File: config.mk
export PLATFORM = sky130hd
export DESIGN_NAME = pmwu_queue
export DESIGN_NICKNAME = d
export VERILOG_FILES = /design/src/hw/rtl/particle_measurement_weight_update_assert.svh /design/src/hw/rtl/pmwu_pkg.sv /design/src/hw/rtl/pmwu_queue.sv
export SDC_FILE = /design/constraint.sdc
export NUM_CORES = 1
export LEC_CHECK = 0
export ABC_CLOCK_PERIOD_IN_PS = 11900
export CORE_AREA = 2 2 137 139
export DETAILED_ROUTE_END_ITERATION = 10
export DIE_AREA = 0 0 139 141
export DONT_BUFFER_PORTS = 1
export GPL_TIMING_DRIVEN = 0
export PLACE_DENSITY = 0.8
export SLEW_MARGIN = 10
export SYNTH_ARGS = -nofsm -noshare
export SYNTH_HDL_FRONTEND = slang
export SYNTH_SLANG_ARGS = --single-unit
File: constraint.sdc
create_clock -name clk -period 11.9 [get_ports clk]
set_input_delay 1.19 -clock clk [delete_from_list [all_inputs] [get_ports clk]]
set_output_delay 1.19 -clock clk [all_outputs]
set_load 0.01 [all_outputs]
File: src/hw/rtl/particle_measurement_weight_update_assert.svh
// Assertion macros used by the weight update back end.
`ifndef PARTICLE_MEASUREMENT_WEIGHT_UPDATE_ASSERT_SVH
`define PARTICLE_MEASUREMENT_WEIGHT_UPDATE_ASSERT_SVH

`ifndef SYNTHESIS

`define PMWU_ASSERT(label, prop, msg) \
  label: assert property (@(posedge clk) disable iff (rst) (prop)) else $error(msg);

`define PMWU_ASSERT_IMPLY(label, ante, cons, msg) \
  label: assert property (@(posedge clk) disable iff (rst) (ante) |-> (cons)) else $error(msg);

`else

`define PMWU_ASSERT(label, prop, msg)

`define PMWU_ASSERT_IMPLY(label, ante, cons, msg)

`endif

`endif

File: src/hw/rtl/pmwu_pkg.sv
// Package with widths, constants, types and helpers of the weight update block.
`timescale 1ns / 1ps
`default_nettype none

package pmwu_pkg;

  localparam int PROB_FRAC_BITS   = 16;
  localparam int WEIGHT_FRAC_BITS = 48;
  localparam int DIST_BITS        = 16;

  localparam int PROB_W   = PROB_FRAC_BITS + 1;
  localparam int WEIGHT_W = WEIGHT_FRAC_BITS + 1;

  localparam int                 SQRT3_W     = 33;
  localparam logic [SQRT3_W-1:0] SQRT3_Q32   = 33'd7439101574;
  localparam int                 SCALE_SHIFT = 16;
  localparam int                 NUM_W       = DIST_BITS + SCALE_SHIFT;
  localparam int                 DEN_W       = DIST_BITS + SQRT3_W - SCALE_SHIFT;
  localparam int                 REM_W       = DEN_W + 1;
  localparam int                 DIV_CNT_W   = $clog2(PROB_FRAC_BITS);

  localparam logic [PROB_W-1:0]   PROB_ONE   = {1'b1, {PROB_FRAC_BITS{1'b0}}};
  localparam logic [WEIGHT_W-1:0] WEIGHT_ONE = {1'b1, {WEIGHT_FRAC_BITS{1'b0}}};
  localparam logic [WEIGHT_W-1:0] MIN_WEIGHT =
    WEIGHT_W'((64'd1 << WEIGHT_FRAC_BITS) / 64'd1000000000000);

  localparam int A_LO_W     = (WEIGHT_W + 1) / 2;
  localparam int MAC_DIGITS = (WEIGHT_W + PROB_W - 1) / PROB_W;
  localparam int MAC_STEPS  = 2 * MAC_DIGITS;
  localparam int STEP_W     = $clog2(MAC_STEPS);
  localparam int PART_W     = A_LO_W + PROB_W;
  localparam int ACC_W      = 2 * WEIGHT_W;
  localparam int SH_W       = $clog2(ACC_W);

  localparam int QUEUE_DEPTH = 2;
  localparam int QPTR_W      = $clog2(QUEUE_DEPTH);
  localparam int QCNT_W      = $clog2(QUEUE_DEPTH + 1);

  localparam int CFG_IDX_W  = 3;
  localparam int CFG_DATA_W = PROB_W;

  localparam logic [CFG_IDX_W-1:0] CFG_SIGMA_DISTANCE = 3'd0;
  localparam logic [CFG_IDX_W-1:0] CFG_PROB_FLOOR     = 3'd1;
  localparam logic [CFG_IDX_W-1:0] CFG_MAX_RANGE      = 3'd2;
  localparam logic [CFG_IDX_W-1:0] CFG_NO_HIT_PENALTY = 3'd3;
  localparam logic [CFG_IDX_W-1:0] CFG_FIELD_ELEMENTS = 3'd4;

  typedef enum logic {
    BASE_FIXED  = 1'b0,
    BASE_KERNEL = 1'b1
  } base_kind_t;

  typedef struct packed {
    logic                  empty;
    logic                  last;
    logic                  pvalid;
    base_kind_t            kind;
    logic [PROB_W-1:0]     base_prob;
    logic                  use_rel;
    logic [PROB_W-1:0]     rel;
    logic [PROB_W-1:0]     conf;
    logic [PROB_W-1:0]     pfloor;
    logic [DIST_BITS-1:0]  sigma;
    logic [DIST_BITS-1:0]  err;
    logic [WEIGHT_W-1:0]   weight;
  } item_t;

  function automatic logic [PROB_W-1:0] sat_prob(input logic [PROB_W-1:0] v);
    return (v > PROB_ONE) ? PROB_ONE : v;
  endfunction

  function automatic logic [PROB_W-1:0] blend(input logic [PROB_W-1:0] x,
                                              input logic [PROB_W-1:0] p);
    logic [2*PROB_W:0] acc;
    acc = (2*PROB_W+1)'(x) * (2*PROB_W+1)'(p)
        + ((2*PROB_W+1)'(PROB_ONE - x) << PROB_FRAC_BITS)
        + (2*PROB_W+1)'(PROB_ONE >> 1);
    return acc[PROB_FRAC_BITS +: PROB_W];
  endfunction

endpackage

`default_nettype wire

File: src/hw/rtl/pmwu_queue.sv
// Two-entry queue between the front end and the back end.
`timescale 1ns / 1ps
`default_nettype none

module pmwu_queue import pmwu_pkg::*; (
  input  wire logic  clk,
  input  wire logic  rst,
  input  wire logic  push,
  input  item_t      push_item,
  output logic       full,
  input  wire logic  pop,
  output item_t      head,
  output logic       not_empty
);

  item_t              entries [QUEUE_DEPTH];
  logic [QPTR_W-1:0]  wr_ptr;
  logic [QPTR_W-1:0]  rd_ptr;
  logic [QCNT_W-1:0]  count;

  assign full      = count == QCNT_W'(QUEUE_DEPTH);
  assign not_empty = count != '0;
  assign head      = entries[rd_ptr];

  always_ff @(posedge clk) begin
    if (push) begin
      entries[wr_ptr] <= push_item;
    end
  end

  always_ff @(posedge clk) begin
    if (rst) begin
      wr_ptr <= '0;
      rd_ptr <= '0;
      count  <= '0;
    end else begin
      if (push) begin
        wr_ptr <= (wr_ptr == QPTR_W'(QUEUE_DEPTH - 1)) ? '0 : wr_ptr + 1'b1;
      end
      if (pop) begin
        rd_ptr <= (rd_ptr == QPTR_W'(QUEUE_DEPTH - 1)) ? '0 : rd_ptr + 1'b1;
      end
      case ({push, pop})
        2'b10:   count <= count + 1'b1;
        2'b01:   count <= count - 1'b1;
        default: count <= count;
      endcase
    end
  end

endmodule

`default_nettype wire

==> flow_metrics.env <==
export IMPL_syn_area_sq_mm=0.0116
export IMPL_status="finished, final reports clean"
export IMPL_synth_largest_area_cell="sky130_fd_sc_hd__edfxtp_1"
export IMPL_cp_required_ns=10.71
export IMPL_dp_slack_ns=9.01
export IMPL_hold_viol=0
export IMPL_grt_max_degree=60
export IMPL_gpl_final_weighted_congestion=0.729
export IMPL_finish_net_count=697
export IMPL_cts_max_level=1
export IMPL_hold_worst_slack_ns=0.499
export IMPL_crit_type="flop to primary output"
export IMPL_async_reset_ff_share_pct=0
export IMPL_vias=4671
export IMPL_final_layout_size_suffix_gt1_share_pct=40.2
export IMPL_initialDrtViolationCount=225
export IMPL_synth_top_family_by_area="multiplexers"
export IMPL_detailedRoute_firstPassIterationCount=6
export IMPL_relSlewSlack_pct=44.9
export IMPL_floorplan_core_area_sq_mm=0.0183
export IMPL_floorplan_rows=50
export IMPL_pwr_dens_mw_per_mm2=187
export IMPL_port_buffer_count=0
export IMPL_detailed_place_hpwl_mm=14.0
export IMPL_grt_antenna_before_repair=0
export IMPL_synth_simple_gate_area_share_pct=0.401
export IMPL_root_buffer="sky130_fd_sc_hd__clkbuf_16"
export IMPL_leading_cell_types_by_total_area_after_synthesis="sky130_fd_sc_hd__edfxtp_1 (80%), sky130_fd_sc_hd__mux2_2 (9.2%), sky130_fd_sc_hd__mux2_4 (7.8%), sky130_fd_sc_hd__dfxtp_1 (0.87%), sky130_fd_sc_hd__buf_6 (0.78%)"
export IMPL_complex_gate_fraction_of_the_synthesized_area_pct=0.0867
export IMPL_worst_slack_ns=8.94
export IMPL_syn2layout_area_growth_pct=12.0
export IMPL_yosys_cell_count_top_type="sky130_fd_sc_hd__edfxtp_1"
export IMPL_via_per_inst=5.88
export IMPL_worst_slew_pin_transition_ns=0.826
export IMPL_tritoncts="built"
export IMPL_synth_cell_type_count=17
export IMPL_layout_worst_path_cycle_share_pct=24.9
export IMPL_cts_sinks=313
export IMPL_cts_inserted_buffers=28
export IMPL_die_y_um=141
export IMPL_detail_route_wirelength_mm=20.5
export IMPL_drc_violations_left=0
export IMPL_placedInstanceArea_sq_mm=0.0120
export IMPL_report_final_slew_viol_count=0
export IMPL_die_w_um=139
export IMPL_timing_clock_skew_ns=0.0131
export IMPL_power_report_internal_total_mw=1.91
export IMPL_number_of_nets_in_the_synthesized_netlist=660
export IMPL_power_leakage_nw=4.40
export IMPL_grt_setup_unrepaired="no"
export IMPL_period_minus_slack_ns=2.96
export IMPL_swShare_pct=21.0
export IMPL_die_area_sq_mm=0.0196
export IMPL_cts_clk_pin_slew_worst_paths_ns=0.06
export IMPL_worst_setup_path_end_kind="primary output"
export IMPL_drt_antenna_violating_nets=0
export IMPL_power_total_mw=2.42
export IMPL_ir_drop_v=0.000181
export IMPL_cts_hold_buf=0
export IMPL_clock_insertion_delay_worst_skew_ns=0.54
export IMPL_grt_pass1_wl_mm=29.6
export IMPL_fmax_mhz=338
export IMPL_syn_area_per_cell_sq_um=23.1
export IMPL_report_final_setup_viol=0
export IMPL_floorplan_io_pins=314
export IMPL_total_switching_power_mw=0.508
export IMPL_cap_viol_max_count=0
export IMPL_post_cts_resized=0
export IMPL_num_fill_cells=1039
export IMPL_critical_path_arrival_ns=1.77
export IMPL_min_path_type="flop to flop"
export IMPL_clock_power_share_pct=37.2
export IMPL_number_of_synthesized_flops_with_an_enable_pin=308
export IMPL_yosys_area_share_xor_xnor_pct=0.303
export IMPL_ys_top_cells_by_count="sky130_fd_sc_hd__edfxtp_1 (308), sky130_fd_sc_hd__mux2_2 (94), sky130_fd_sc_hd__mux2_4 (60), sky130_fd_sc_hd__buf_2 (9), sky130_fd_sc_hd__buf_6 (8)"
export IMPL_netlist_instances=501
export IMPL_global_route_usage_total_pct=20.1
export IMPL_synthDominantCellAreaShare_pct=80.1
export IMPL_postSynth_topFlopCell="sky130_fd_sc_hd__edfxtp_1"
export IMPL_antenna_cells=0
export IMPL_seqPwrFrac_pct=54.0
export IMPL_cts_setup_buffers=0
export IMPL_combPwrFrac_pct=8.8
export IMPL_tns_ns=0
export IMPL_synth_seq_cells=313
export IMPL_grt_pass1_vias=5121
export IMPL_global_route_overflow_total=0
export IMPL_synth_seq_area_share_pct=80.9
export IMPL_floorplan_initialDensity_pct=63.2
export IMPL_yosys_mux_area_fraction_pct=17.0
export IMPL_stdcell_area_sq_mm=0.0129
export IMPL_yosysWarningCount=0
export IMPL_post_synth_fa_ha_maj_area_fraction_pct=0.108
export IMPL_start_kind="flop"
export IMPL_cts_root_to_sink_buffers=3
export IMPL_cp_max_fo=10
export IMPL_wl_per_cell_um=25.8
registers in the layout, indices dropped and copies added, names as in the netlist, named ones only:
signal   flops
entries    308
wr_ptr       1
count        2
rd_ptr       1
cell families after synthesis:
family / count (synthesis)
AOI/OAI and AO/OA: 2
xor gates and xnor gates: 4
adders and majority gates: 1
buffers and inverters: 18
DFF: 313
muxes: 154
and+or+nand+nor: 9
power by group through the flow:
stage                     Clock, mW  Combinational, mW  Sequential [mW]
after floorplan                   0              0.168             1.33
after global placement            0              0.201             1.34
after detailed placement          0              0.215             1.33
after CTS                     0.916              0.217             1.30
after global routing          0.960              0.225             1.31
final                         0.899              0.212             1.30
cell usage in the layout (no fill, tap or decap), types with 3 or more instances in the layout:
cell type,synthesis,layout
sky130_fd_sc_hd__clkinv_2,0,9
sky130_fd_sc_hd__nor2_1,5,4
sky130_fd_sc_hd__clkbuf_16,0,29
sky130_fd_sc_hd__buf_6,8,8
sky130_fd_sc_hd__clkbuf_1,0,4
sky130_fd_sc_hd__dfxtp_1,5,5
sky130_fd_sc_hd__xnor2_1,3,3
sky130_fd_sc_hd__bufinv_16,0,4
sky130_fd_sc_hd__buf_2,9,9
sky130_fd_sc_hd__mux2_4,60,60
sky130_fd_sc_hd__mux2_2,94,94
sky130_fd_sc_hd__buf_12,0,6
sky130_fd_sc_hd__edfxtp_1,308,308
sky130_fd_sc_hd__clkinv_1,0,5
critical path: stages, from the launching register on:
cell and delay [ns]:
sky130_fd_sc_hd__dfxtp_1 0.32, sky130_fd_sc_hd__buf_6 0.17, sky130_fd_sc_hd__buf_6 0.19, sky130_fd_sc_hd__buf_6 0.21, sky130_fd_sc_hd__mux2_4 0.35
per-stage QoR:
step / std cells / util (%)
2_1_floorplan: 501 / -
3_3_place_gp: 735 / 64.8
3_5_place_dp: 742 / 65.7
4_1_cts: 794 / 70.8
5_1_grt: 794 / 70.8
6_report: 794 / 70.8
layout make-up:
type / count / area [sq um] / share of cell area, %
clock buffer: 33 / 741 / 5.73
clock inverter: 19 / 191 / 1.48
inverter: 1 / 3.75 / 0.0290
sequential: 313 / 9350 / 72.3
timing repair buffer: 7 / 148 / 1.14
buffer: 17 / 135 / 1.04
tap: 234 / 293 / 2.26
multi-input combinational: 170 / 2070 / 16.0
per-layer routing:
metal	vias to the layer above	track usage [%]	wire length, um
met4	0	6.65	541
met3	43	11.8	3140
met5	-	0	0
met2	287	34.8	10200
met1	2284	20.5	6580
li1	2057	-	-
final timing paths:
path              cells past startpoint               to      from  slack [ns]
setup / recovery                      4        head[137]      flop        8.94
hold / removal                        2         count[1]  count[1]        0.50
setup reg to reg                      5  entries[0][100]    wr_ptr        9.89
hold reg to reg                       2         count[1]  count[1]        0.50
(Power assumes the default switching activity.)
