[src/hw/rtl/particle_measurement_weight_update_assert.svh]
// Assertion macros used by the weight update back end.
`ifndef PARTICLE_MEASUREMENT_WEIGHT_UPDATE_ASSERT_SVH
`define PARTICLE_MEASUREMENT_WEIGHT_UPDATE_ASSERT_SVH

`ifndef SYNTHESIS

`define PMWU_ASSERT(label, prop, msg) \
  label: assert property (@(posedge clk) disable iff (rst) (prop)) else $error(msg);

`define PMWU_ASSERT_IMPLY(label, ante, cons, msg) \
  label: assert property (@(posedge clk) disable iff (rst) (ante) |-> (cons)) else $error(msg);

`else

`define PMWU_ASSERT(label, prop, msg)

`define PMWU_ASSERT_IMPLY(label, ante, cons, msg)

`endif

`endif

[src/hw/rtl/pmwu_pkg.sv]
// Package with widths, constants, types and helpers of the weight update block.
`timescale 1ns / 1ps
`default_nettype none

package pmwu_pkg;

  localparam int PROB_FRAC_BITS   = 16;
  localparam int WEIGHT_FRAC_BITS = 48;
  localparam int DIST_BITS        = 16;

  localparam int PROB_W   = PROB_FRAC_BITS + 1;
  localparam int WEIGHT_W = WEIGHT_FRAC_BITS + 1;

  localparam int                 SQRT3_W     = 33;
  localparam logic [SQRT3_W-1:0] SQRT3_Q32   = 33'd7439101574;
  localparam int                 SCALE_SHIFT = 16;
  localparam int                 NUM_W       = DIST_BITS + SCALE_SHIFT;
  localparam int                 DEN_W       = DIST_BITS + SQRT3_W - SCALE_SHIFT;
  localparam int                 REM_W       = DEN_W + 1;
  localparam int                 DIV_CNT_W   = $clog2(PROB_FRAC_BITS);

  localparam logic [PROB_W-1:0]   PROB_ONE   = {1'b1, {PROB_FRAC_BITS{1'b0}}};
  localparam logic [WEIGHT_W-1:0] WEIGHT_ONE = {1'b1, {WEIGHT_FRAC_BITS{1'b0}}};
  localparam logic [WEIGHT_W-1:0] MIN_WEIGHT =
    WEIGHT_W'((64'd1 << WEIGHT_FRAC_BITS) / 64'd1000000000000);

  localparam int A_LO_W     = (WEIGHT_W + 1) / 2;
  localparam int MAC_DIGITS = (WEIGHT_W + PROB_W - 1) / PROB_W;
  localparam int MAC_STEPS  = 2 * MAC_DIGITS;
  localparam int STEP_W     = $clog2(MAC_STEPS);
  localparam int PART_W     = A_LO_W + PROB_W;
  localparam int ACC_W      = 2 * WEIGHT_W;
  localparam int SH_W       = $clog2(ACC_W);

  localparam int QUEUE_DEPTH = 2;
  localparam int QPTR_W      = $clog2(QUEUE_DEPTH);
  localparam int QCNT_W      = $clog2(QUEUE_DEPTH + 1);

  localparam int CFG_IDX_W  = 3;
  localparam int CFG_DATA_W = PROB_W;

  localparam logic [CFG_IDX_W-1:0] CFG_SIGMA_DISTANCE = 3'd0;
  localparam logic [CFG_IDX_W-1:0] CFG_PROB_FLOOR     = 3'd1;
  localparam logic [CFG_IDX_W-1:0] CFG_MAX_RANGE      = 3'd2;
  localparam logic [CFG_IDX_W-1:0] CFG_NO_HIT_PENALTY = 3'd3;
  localparam logic [CFG_IDX_W-1:0] CFG_FIELD_ELEMENTS = 3'd4;

  typedef enum logic {
    BASE_FIXED  = 1'b0,
    BASE_KERNEL = 1'b1
  } base_kind_t;

  typedef struct packed {
    logic                  empty;
    logic                  last;
    logic                  pvalid;
    base_kind_t            kind;
    logic [PROB_W-1:0]     base_prob;
    logic                  use_rel;
    logic [PROB_W-1:0]     rel;
    logic [PROB_W-1:0]     conf;
    logic [PROB_W-1:0]     pfloor;
    logic [DIST_BITS-1:0]  sigma;
    logic [DIST_BITS-1:0]  err;
    logic [WEIGHT_W-1:0]   weight;
  } item_t;

  function automatic logic [PROB_W-1:0] sat_prob(input logic [PROB_W-1:0] v);
    return (v > PROB_ONE) ? PROB_ONE : v;
  endfunction

  function automatic logic [PROB_W-1:0] blend(input logic [PROB_W-1:0] x,
                                              input logic [PROB_W-1:0] p);
    logic [2*PROB_W:0] acc;
    acc = (2*PROB_W+1)'(x) * (2*PROB_W+1)'(p)
        + ((2*PROB_W+1)'(PROB_ONE - x) << PROB_FRAC_BITS)
        + (2*PROB_W+1)'(PROB_ONE >> 1);
    return acc[PROB_FRAC_BITS +: PROB_W];
  endfunction

endpackage

`default_nettype wire

[src/hw/rtl/pmwu_front.sv]
// Front end: configuration registers, request intake and classification.
`timescale 1ns / 1ps
`default_nettype none

module pmwu_front import pmwu_pkg::*; (
  input  wire logic                  clk,
  input  wire logic                  rst,
  input  wire logic                  cfg_write_enable,
  input  wire logic [CFG_IDX_W-1:0]  cfg_index,
  input  wire logic [CFG_DATA_W-1:0] cfg_data,
  input  wire logic                  in_valid,
  output logic                       in_stall,
  input  wire logic [DIST_BITS-1:0]  measured_distance,
  input  wire logic                  has_hit,
  input  wire logic                  has_no_hit,
  input  wire logic [PROB_W-1:0]     confidence,
  input  wire logic                  predicted_valid,
  input  wire logic [DIST_BITS-1:0]  predicted_distance,
  input  wire logic                  predicted_wall,
  input  wire logic [PROB_W-1:0]     predicted_reliability,
  input  wire logic [WEIGHT_W-1:0]   particle_weight,
  input  wire logic                  last_observation,
  input  wire logic                  empty_list,
  input  wire logic                  queue_full,
  output logic                       push,
  output item_t                      push_item
);

  logic [DIST_BITS-1:0] sigma_distance;
  logic [PROB_W-1:0]    prob_floor;
  logic [DIST_BITS-1:0] max_range;
  logic [PROB_W-1:0]    no_hit_penalty;
  logic                 field_elements_present;
  logic                 in_range;

  always_ff @(posedge clk) begin
    if (rst) begin
      sigma_distance         <= DIST_BITS'(512);
      prob_floor             <= PROB_W'(655);
      max_range              <= DIST_BITS'(25600);
      no_hit_penalty         <= PROB_W'(32768);
      field_elements_present <= 1'b0;
    end else if (cfg_write_enable) begin
      case (cfg_index)
        CFG_SIGMA_DISTANCE: sigma_distance <= cfg_data[DIST_BITS-1:0];
        CFG_PROB_FLOOR:     prob_floor <= cfg_data;
        CFG_MAX_RANGE:      max_range <= cfg_data[DIST_BITS-1:0];
        CFG_NO_HIT_PENALTY: no_hit_penalty <= cfg_data;
        CFG_FIELD_ELEMENTS: field_elements_present <= cfg_data[0];
        default: ;
      endcase
    end
  end

  assign in_stall = queue_full;
  assign push     = in_valid & ~queue_full;
  assign in_range = predicted_distance <= max_range;

  always_comb begin
    push_item.empty  = empty_list;
    push_item.last   = last_observation;
    push_item.pvalid = predicted_valid;
    push_item.kind   = (predicted_valid & has_hit) ? BASE_KERNEL : BASE_FIXED;
    push_item.base_prob = (has_no_hit & in_range) ? sat_prob(no_hit_penalty) : PROB_ONE;
    push_item.use_rel = field_elements_present & ~predicted_wall
                      & (has_hit | (has_no_hit & in_range));
    push_item.rel    = sat_prob(predicted_reliability);
    push_item.conf   = sat_prob(confidence);
    push_item.pfloor = sat_prob(prob_floor);
    push_item.sigma  = sigma_distance;
    push_item.err    = (measured_distance >= predicted_distance)
                     ? measured_distance - predicted_distance
                     : predicted_distance - measured_distance;
    push_item.weight = particle_weight;
  end

endmodule

`default_nettype wire

[config.mk]
export PLATFORM = sky130hd
export DESIGN_NAME = pmwu_front
export DESIGN_NICKNAME = d
export VERILOG_FILES = /design/src/hw/rtl/particle_measurement_weight_update_assert.svh /design/src/hw/rtl/pmwu_pkg.sv /design/src/hw/rtl/pmwu_front.sv
export SDC_FILE = /design/constraint.sdc
export NUM_CORES = 1
export LEC_CHECK = 0
export BUFFER_PORTS_ARGS = -buffer_cell sky130_fd_sc_hd__buf_4
export CORE_AREA = 4 4 115 117
export CTS_BUF_LIST = sky130_fd_sc_hd__clkbuf_16
export CTS_CLUSTER_DIAMETER = 50
export DETAILED_ROUTE_END_ITERATION = 12
export DIE_AREA = 0 0 119 121
export GPL_ROUTABILITY_DRIVEN = 0
export GPL_TIMING_DRIVEN = 0
export PLACE_DENSITY = 0.84
export SETUP_SLACK_MARGIN = 0.15
export SYNTH_ARGS = -nofsm -noshare
export SYNTH_HDL_FRONTEND = slang
export SYNTH_SLANG_ARGS = --single-unit
[constraint.sdc]
create_clock -name clk -period 16.8 [get_ports clk]
set_input_delay 5.04 -clock clk [delete_from_list [all_inputs] [get_ports clk]]
set_output_delay 5.04 -clock clk [all_outputs]
set_load 0.1 [all_outputs]
==> impl_metrics.toml, run 1 <==
[die]
coreArea_mm2 = 0.01236
rows = 41
die_w_um = 119
ioPinCount = 302
dieArea_mm2 = 0.01440
dieHeight_um = 121
start_util = 0.4247

[setup_path]
arrival_ns = 7.91
worstSetupStartpointType = "primary input"
path_max_fanout = 10
required_ns = 11.76
crit_type = "primary input to output pin"
endpoint_kind = "output pin"

[synthesis]
ys_ff_latch = 67
synth_top_cell_by_area = "dfxtp_1"
synth_area_leaders = "dfxtp_1 (26%), ha_1 (11%), nand2_1 (10%)"
ys.flop_type = "dfxtp_1"
syn_avg_cell_area_um2 = 7.302
synth_top_area_frac = 0.2555
async_flop_share = 0
synth-seq-area-share = 0.2555
syn_inst = 719
synth.distinct_cells = 51
synth_area_mm2 = 0.005250
synth_nets = 914
ys_warn_count = 0
synth_edf_count = 0

[power]
combPwrFrac = 0.513
swShare = 0.4813
power_frac_seq = 0.248
powerDensity_mw_per_mm2 = 88.24
leakagePower_nw = 3.708
p_total_uw = 668.7
switching_power_uw = 321.9
intPower_uw = 346.8
clockPowerShare = 0.240
ir_drop_mv = 0.06710

[finish]
final.fill_count = 1099
antenna_cells = 0
post_route_cells_drive_above_1_share = 0.3391
final_nets = 1173
finalNonFillerCells = 1154
syn_to_final_growth_pct = 44.35

[timing]
setup_viol = 0
min_period_ns = 12.95
maxSlewViolCount = 0
hold_viol = 0
tightest_slew_ns = 0.7874
fin_ws_ns = 3.848
max_freq_mhz = 77.21
post-route-period-util = 0.7710
relSlewSlack = 0.4681
rsz0062_at_grt = "no"
tns_ns = 0
fin_skew_ns = 0

[run]
max_cap_viol_count = 0

[route]
first_pass_iters = 6
wl_per_cell_um = 15.20
vias = 5814
drtIter0Drc = 259
post-route-drc-count = 0
wl_mm = 17.55
via_per_inst = 5.038
ant_nets = 0

[clocking]
clock-root-buffer = "clkbuf_16"
clock_path_buffers = 2
holdBufCountCts = 0
clock_sinks = 67
h-tree-depth = 3
ctsResizeCount = 0
clock_latency_ns = 0.33
cts_tree = "built"
cts_buffers = 9
post-cts-setup-buffer-count = 0
path_clk_slew_ns = 0.05

[global_route]
grt_max_degree = 11
grt_pass1_wl_mm = 26.79
grt_usage = 0.2265
overflow = 0
grt_pass1_vias = 5478
antenna_found_initial = 0

[status]
status = "finished, final reports clean"

[place]
io_buffers = 248
place_hpwl_mm = 14.39
place_inst = 1139
dp_slack_ns = 3.839

[worst_hold_path]
hold_class = "register to register"
[stage by stage]
step | hold slack [ns] | cell area (um^2) | utilization
6_report | 0.4585 | 7579 | 0.6130
5_1_grt | 0.4730 | 7579 | 0.6130
4_1_cts | 0.4539 | 7579 | 0.6130
3_5_place_dp | 0.4471 | 7327 | 0.5927
3_3_place_gp | 0.4428 | 7327 | 0.5927
2_1_floorplan | 0.4363 | 5250 | -
[power by group through the flow]
stage                     registers (mW)  clock network [mW]  logic, mW
after global routing               0.166               0.169      0.357
after global placement             0.169                   0      0.340
after CTS                          0.165               0.161      0.344
after detailed placement           0.169                   0      0.343
final                              0.166               0.160      0.343
after floorplan                    0.174                   0      0.256
[final timing paths]
| path | start | end | slack, ns | depth (start not counted) |
|---|---|---|---|---|
| max reg2reg | prob_floor[16] | prob_floor[16] | 16.00 | 2 |
| min reg2reg | max_range[3] | max_range[3] | 0.46 | 2 |
| min | max_range[3] | max_range[3] | 0.46 | 2 |
| max | measured_distance[0] | push_item[64] | 3.85 | 14 |
[final cells by class]
class / count / area (um^2) / area share
timing repair buffer: 248 / 1862 / 0.2457
clock buffer: 9 / 225.2 / 0.02972
sequential: 67 / 1341 / 0.1770
inverter: 59 / 221.5 / 0.02922
multi-input combinational: 507 / 3149 / 0.4156
buffer: 86 / 538.0 / 0.07099
tap: 172 / 215.2 / 0.02840
clock inverter: 6 / 26.28 / 0.003467
[cells in the mapped netlist, drive strengths merged, types with 2 or more instances]
library cell and count:
a31oi 6, ha 47, mux2i 5, nand2b 2
a211oi 2, a21o 15, o21a 2, a41oi 3
buf 59, or2 4, nor2 17, and3 2
nor3 5, o21ai 13, o211ai 2, and3b 2
a21oi 82, and2 22, nor4 17, a221oi 2
a211o 3, nand3b 13, clkbuf 27, nand2 146
fa 2, o31ai 2, xor2 6, xnor2 8
a31o 3, nand4 8, dfxtp 67, nor2b 53
nand3 4, inv 59, o21bai 3
[kinds of logic (layout without fill, tap and decap cells)]
family,count (synthesis),count (layout),share of synthesized area
AO/OA/AOI/OAI,143,143,0.1697
flip-flops,67,67,0.2555
AND/OR/NAND/NOR,296,296,0.2776
multiplexers,5,5,0.009533
adder cells (fa/ha/maj),49,49,0.1196
buffers and inverters,145,408,0.1447
XOR/XNOR,14,14,0.02336
[layer usage]
layer | GRT usage | vias up | wire length [um]
met5 | 0 | - | 0
met3 | 0.05361 | 32 | 1680
met2 | 0.4274 | 302 | 9042
li1 | - | 2851 | -
met4 | 0.07893 | 0 | 444
met1 | 0.2460 | 2629 | 6379
[placed cells by master, fill, tap and decap left out, types with 5 or more instances in the layout]
master     synthesis  layout
clkbuf_1          27      27
a31oi_1            6       6
clkbuf_16          0       9
and2_1            21      21
a21o_1            15      15
nand2_1          145     145
nor3_1             5       5
dfxtp_1           67      67
o21ai_0           12      12
a21oi_1           81      81
inv_1             58      60
nand4_1            8       8
nand3b_1          13      13
nor2_1            17      17
ha_1              47      47
xnor2_1            8       8
nor4_1            17      17
xor2_1             6       6
buf_4             54     302
mux2i_1            5       5
nor2b_1           53      53
[sequential cells by signal, summed over array words and instances, names as in the netlist]
name                    count
sigma_distance             16
max_range                  16
field_elements_present      1
no_hit_penalty             17
prob_floor                 17
[critical path, stage by stage]
cell	delay [ns]
buf_4	0.09
inv_1	0.04
ha_1	0.22
fa_1	0.41
and2b_1	0.25
o2111ai_2	0.15
a31o_1	0.26
o211ai_4	0.35
inv_2	0.07
buf_6	0.15
a221oi_2	0.28
o31ai_2	0.11
xor2_1	0.18
buf_4	0.32
Power figures use the tool's default switching activity.
==> inputs of run 2 (changes only) <==
--- a/config.mk
+++ b/config.mk
@@ -6,14 +6,14 @@
 export NUM_CORES = 1
 export LEC_CHECK = 0
 export BUFFER_PORTS_ARGS = -buffer_cell sky130_fd_sc_hd__buf_4
-export CORE_AREA = 4 4 115 117
+export CORE_MARGIN = 4
+export CORE_UTILIZATION = 45
 export CTS_BUF_LIST = sky130_fd_sc_hd__clkbuf_16
 export CTS_CLUSTER_DIAMETER = 50
 export DETAILED_ROUTE_END_ITERATION = 12
-export DIE_AREA = 0 0 119 121
 export GPL_ROUTABILITY_DRIVEN = 0
 export GPL_TIMING_DRIVEN = 0
-export PLACE_DENSITY = 0.84
+export PLACE_DENSITY = 0.87
 export SETUP_SLACK_MARGIN = 0.15
 export SYNTH_ARGS = -nofsm -noshare
 export SYNTH_HDL_FRONTEND = slang
==> constraint.sdc (replaced) <==
create_clock -name clk -period 12 [get_ports clk]
set_input_delay 3.6 -clock clk [delete_from_list [all_inputs] [get_ports clk]]
set_output_delay 3.6 -clock clk [all_outputs]
set_load 0.1 [all_outputs]
==> impl_metrics.toml, run 2 (synthesized netlist as in run 1, its figures left out) <==
[status]
status = "finished, final reports clean"

[power]
intPower_uw = 506.8
swShare = 0.4693
switching_power_uw = 448.2
combPwrFrac = 0.501
ir_drop_mv = 0.1024
powerDensity_mw_per_mm2 = 126.2
leakagePower_nw = 3.716
power_frac_seq = 0.243
clockPowerShare = 0.256

[global_route]
grt_pass1_wl_mm = 25.46
overflow = 0
antenna_found_initial = 0
grt_usage = 0.2352
grt_pass1_vias = 5347
grt_max_degree = 11

[die]
start_util = 0.4598
dieArea_mm2 = 0.01346
dieHeight_um = 116.0
rows = 39
coreArea_mm2 = 0.01142
ioPinCount = 302
die_w_um = 116.0

[clocking]
h-tree-depth = 3
clock_sinks = 67
cts_tree = "built"
cts_buffers = 9
post-cts-setup-buffer-count = 0
path_clk_slew_ns = 0.05
ctsResizeCount = 0
clock_path_buffers = 2
clock-root-buffer = "clkbuf_16"
holdBufCountCts = 0
clock_latency_ns = 0.32

[timing]
tightest_slew_ns = 0.7621
tns_ns = 0
rsz0062_at_grt = "no"
min_period_ns = 10.06
post-route-period-util = 0.8381
fin_skew_ns = 0
hold_viol = 0
setup_viol = 0
max_freq_mhz = 99.44
maxSlewViolCount = 0
relSlewSlack = 0.4852

[setup_path]
required_ns = 8.40
max_stage_delay_ns = 0.41
worst-path-buf-inv = 5
r2r_slack_ns = 11.16
cp_top_family = "compound AO/OA/AOI/OAI gates"
r2r_start = "prob_floor[16]"
timing.critical_path.mode_cell = "buf_4"
r2r-end = "prob_floor[16]"
arrival_ns = 6.46
worstSetupStartpointType = "primary input"
crit_type = "primary input to output pin"
path_max_fanout = 10
worstRegToRegCells = 2
endpoint_kind = "output pin"
crit_chain = "buf_4, inv_1, ha_1, fa_1, and2b_1, o2111ai_2, a31o_1, o211ai_4, inv_2, buf_6, a221oi_2, o31ai_2, xor2_1, buf_4"
slowest_stage = "fa_1"

[route]
via_per_inst = 5.036
post-route-drc-count = 0
ant_nets = 0
wl_mm = 16.72
first_pass_iters = 5
vias = 5665
wl_per_cell_um = 14.86
drtIter0Drc = 291

[place]
placed_area_mm2 = 0.007291
place_hpwl_mm = 13.83
io_buffers = 248
place_inst = 1110

[finish]
reg_top3 = "no_hit_penalty: 17 flops, prob_floor: 17 flops"
final.fill_count = 1013
finalNonFillerCells = 1125
final_cell_mix = "buf_4 (302), nand2_1 (145), a21oi_1 (81), dfxtp_1 (67), inv_1 (60)"
fin_area_mm2 = 0.007566
syn_to_final_growth_pct = 44.11
antenna_cells = 0
multi_input_comb_area_mm2 = 0.003149
final-seq-area_mm2 = 0.001341
final_nets = 1173
final_util = 0.6626
post_route_cells_drive_above_1_share = 0.3381
final_common_cell = "buf_4"

[worst_hold_path]
min_to = "max_range[7]"
whs_path_depth = 2
hold_start = "max_range[7]"
hold_class = "register to register"

[run]
max_cap_viol_count = 0
## run 2: changes by cell type in the layout (fill, tap and decap cells not counted)
cell	before	now
clkinv_2	3	1
bufinv_16	0	1
clkinv_1	1	2
## run 2: worst max path at each step
stage	from	end	slack (ns)	depth (start not counted)
after global placement	measured_distance[0]	push_item[64]	2.02	14
after global routing	measured_distance[0]	push_item[64]	1.79	14
after floorplan	measured_distance[0]	push_item[54]	1.26	11
final	measured_distance[0]	push_item[64]	1.94	14
after CTS	measured_distance[0]	push_item[64]	1.97	14
after detailed placement	measured_distance[0]	push_item[64]	1.99	14
## run 2: worst reg2reg max path: cells and delay by family, from the launching register on
family	cells	cell delay, ns
compound gates	1	0.17
flops	1	0.51
simple gates	1	0.08
## run 2: final cells by class
cell class,count,share of cell area
Inverter,59,0.02927
Tap cell,143,0.02365
Clock buffer,9,0.02977
Sequential cell,67,0.1773
Buffer,86,0.07111
Clock inverter,6,0.006615
Multi-Input combinational cell,507,0.4162
Timing Repair Buffer,248,0.2461
## run 2: stage by stage
step / hold slack [ns] / setup slack, ns / power (mW)
detailed placement: 0.4479 / 1.990 / 0.7147
global route: 0.4731 / 1.789 / 0.9890
floorplan: 0.4363 / 1.264 / 0.6022
global placement: 0.4435 / 2.016 / 0.7111
finish: 0.4549 / 1.943 / 0.9550
CTS: 0.4549 / 1.969 / 0.9568
## run 2: routing by layer
layer	track usage	up-vias	share of wire	routed length [um]
met5	0	-	0	0
met4	0.07734	0	0.024	393
met3	0.04804	27	0.091	1514
met2	0.4396	233	0.52	8701
met1	0.2651	2564	0.37	6106
li1	-	2841	-	-
## run 2: power groups by stage
| stage | Combinational (mW) | Sequential, mW | Clock [mW] |
|---|---|---|---|
| after floorplan | 0.359 | 0.243 | 0 |
| after global placement | 0.475 | 0.236 | 0 |
| after global routing | 0.500 | 0.232 | 0.257 |
| after detailed placement | 0.479 | 0.236 | 0 |
| final | 0.478 | 0.232 | 0.245 |
| after CTS | 0.480 | 0.232 | 0.246 |
==> inputs of run 3 (changes only) <==
--- a/config.mk
+++ b/config.mk
@@ -5,15 +5,16 @@
 export SDC_FILE = /design/constraint.sdc
 export NUM_CORES = 1
 export LEC_CHECK = 0
+export ABC_AREA = 1
 export BUFFER_PORTS_ARGS = -buffer_cell sky130_fd_sc_hd__buf_4
 export CORE_MARGIN = 4
-export CORE_UTILIZATION = 45
+export CORE_UTILIZATION = 42
 export CTS_BUF_LIST = sky130_fd_sc_hd__clkbuf_16
 export CTS_CLUSTER_DIAMETER = 50
 export DETAILED_ROUTE_END_ITERATION = 12
 export GPL_ROUTABILITY_DRIVEN = 0
 export GPL_TIMING_DRIVEN = 0
-export PLACE_DENSITY = 0.87
+export PLACE_DENSITY = 0.83
 export SETUP_SLACK_MARGIN = 0.15
 export SYNTH_ARGS = -nofsm -noshare
 export SYNTH_HDL_FRONTEND = slang
==> constraint.sdc (replaced) <==
create_clock -name clk -period 8.5 [get_ports clk]
set_input_delay 2.55 -clock clk [delete_from_list [all_inputs] [get_ports clk]]
set_output_delay 2.55 -clock clk [all_outputs]
set_load 0.1 [all_outputs]
==> impl_metrics.toml, run 3 <==
[finish]
syn_to_final_growth_pct = 41.08
final_cell_mix = "buf_4 (306), nand2_1 (167), inv_1 (131), nor2_1 (128), o21ai_0 (71)"
final_common_cell = "buf_4"
reg_top3 = "no_hit_penalty: 17 flops, prob_floor: 17 flops"
post_route_cells_drive_above_1_share = 0.3100
final.fill_count = 1261
antenna_cells = 0
fin_area_mm2 = 0.008065
finalNonFillerCells = 1331
final_nets = 1346

[route]
ant_nets = 0
post-route-drc-count = 0
wl_per_cell_um = 13.82
drtIter0Drc = 392
vias = 6466
wl_mm = 18.40
via_per_inst = 4.858
first_pass_iters = 5

[setup_path]
slowest_stage = "fa_1"
timing.critical_path.mode_cell = "nand2_1"
crit_start = "measured_distance[0]"
cp_top_family = "adder cells"
r2r_start = "sigma_distance[14]"
crit_chain = "buf_4, inv_1, ha_1, fa_1, o21ai_2, nand2_1, nand3_1, nand2_2, nand3_4, buf_6, nand2_1, nand2_1, buf_4"
required_ns = 5.95
crit_type = "primary input to output pin"
endpoint_kind = "output pin"
path_max_fanout = 10
max_stage_delay_ns = 0.45
worst-path-buf-inv = 4
worstSetupStartpointType = "primary input"
arrival_ns = 4.56

[timing]
tns_ns = 0
min_period_ns = 7.110
rsz0062_at_grt = "no"
hold_viol = 0
fin_skew_ns = 0
setup_viol = 0
tightest_slew_ns = 0.5748
max_freq_mhz = 140.6
maxSlewViolCount = 0
relSlewSlack = 0.6168
post-route-period-util = 0.8365

[synthesis]
synth_edf_count = 0
ys_warn_count = 0
yosys.area_share.simple = 0.2731
synth_area_mm2 = 0.005717
synth_area_leaders = "dfxtp_1 (23%), nand2_1 (11%), ha_1 (10%)"
synth_top_area_frac = 0.2346
syn_avg_cell_area_um2 = 6.423
async_flop_share = 0
synth_compound_area_frac = 0.1696
ys_ff_latch = 67
synthAdderAreaFrac = 0.1099
syn_inst = 890
synth.most_common_cell = "nand2_1"
synth-seq-area-share = 0.2346
synth_top_family_by_area = "simple AND/OR/NAND/NOR gates"
synth-xor-area-share = 0.02451
synthTopCellsByCount = "nand2_1 (167), inv_1 (129), nor2_1 (128)"
synth.distinct_cells = 41
synthMuxAreaShare = 0
ys.flop_type = "dfxtp_1"
synth_nets = 1085
synth_top_cell_by_area = "dfxtp_1"

[power]
powerDensity_mw_per_mm2 = 169.4
leakagePower_nw = 4.347
ir_drop_mv = 0.1628

[worst_hold_path]
hold_start = "field_elements_present"
hold_class = "register to register"

[place]
placed_area_mm2 = 0.007814
place_hpwl_mm = 15.25
io_buffers = 250
place_inst = 1316

[global_route]
grt_max_degree = 11
grt_usage = 0.2259
grt_pass1_wl_mm = 29.42
antenna_found_initial = 0
overflow = 0
grt_pass1_vias = 6127

[status]
status = "finished, final reports clean"

[clocking]
holdBufCountCts = 0
clock_sinks = 67
clock_path_buffers = 2
post-cts-setup-buffer-count = 0
h-tree-depth = 3
clock_latency_ns = 0.32
ctsResizeCount = 0
cts_buffers = 9
clock-root-buffer = "clkbuf_16"
cts_tree = "built"
path_clk_slew_ns = 0.05

[die]
start_util = 0.4300
coreArea_mm2 = 0.01330
dieArea_mm2 = 0.01554
rows = 42
die_w_um = 124.7
dieHeight_um = 124.7
ioPinCount = 302

[run]
max_cap_viol_count = 0
-- run 3: area by class of cell --
type                    count  area, um^2  share of cell area
clock buffers               9       225.2             0.02792
repair buffers            250        1877              0.2327
plain buffers              88       581.8             0.07214
flip-flops and latches     67        1341              0.1663
well taps                 176       220.2             0.02730
multi-input cells         604        3299              0.4091
inverters                 131       494.2             0.06128
clock inverters             6       26.28            0.003258
-- run 3: path summary, 6_finish.rpt --
kind | depth (start not counted) | end | slack, ns
max | 13 | push_item[59] | 1.39
min | 2 | field_elements_present | 0.45
max reg2reg | 2 | sigma_distance[14] | 7.80
min reg2reg | 2 | field_elements_present | 0.45
-- run 3: stage by stage --
stage	util	hold WS [ns]	power [mW]	setup slack (ns)
finish	0.6066	0.4543	1.366	1.390
global route	0.6066	0.4642	1.423	1.278
CTS	0.6066	0.4497	1.367	1.395
detailed placement	0.5877	0.4396	1.054	1.394
global placement	0.5877	0.4398	1.047	1.402
floorplan	-	0.4219	0.8885	0.2359
-- run 3: power by group --
part / internal, mW / switching (mW) / leakage (nW)
clock: 0.190 / 0.126 / 0.135
combinational: 0.182 / 0.537 / 3.67
sequential: 0.326 / 0.00520 / 0.545
total: 0.698 / 0.669 / 4.35
-- run 3: worst min-delay path: stages (launching register included) --
cell	delay [ns]
dfxtp_1	0.29
inv_1	0.06
a21oi_1	0.05
-- run 3: kinds of logic after synthesis --
family | after synthesis
compound gates | 172
xor+xnor | 16
fa+ha+maj | 49
buf+inv | 219
flops | 67
simple gates | 367
-- run 3: routing by layer --
metal | track usage | part of all wire | vias to the layer above
met4 | 0.07544 | 0.026 | 0
met2 | 0.4046 | 0.49 | 294
met3 | 0.04846 | 0.087 | 34
li1 | - | - | 3283
met1 | 0.2665 | 0.40 | 2855
met5 | 0 | 0 | -
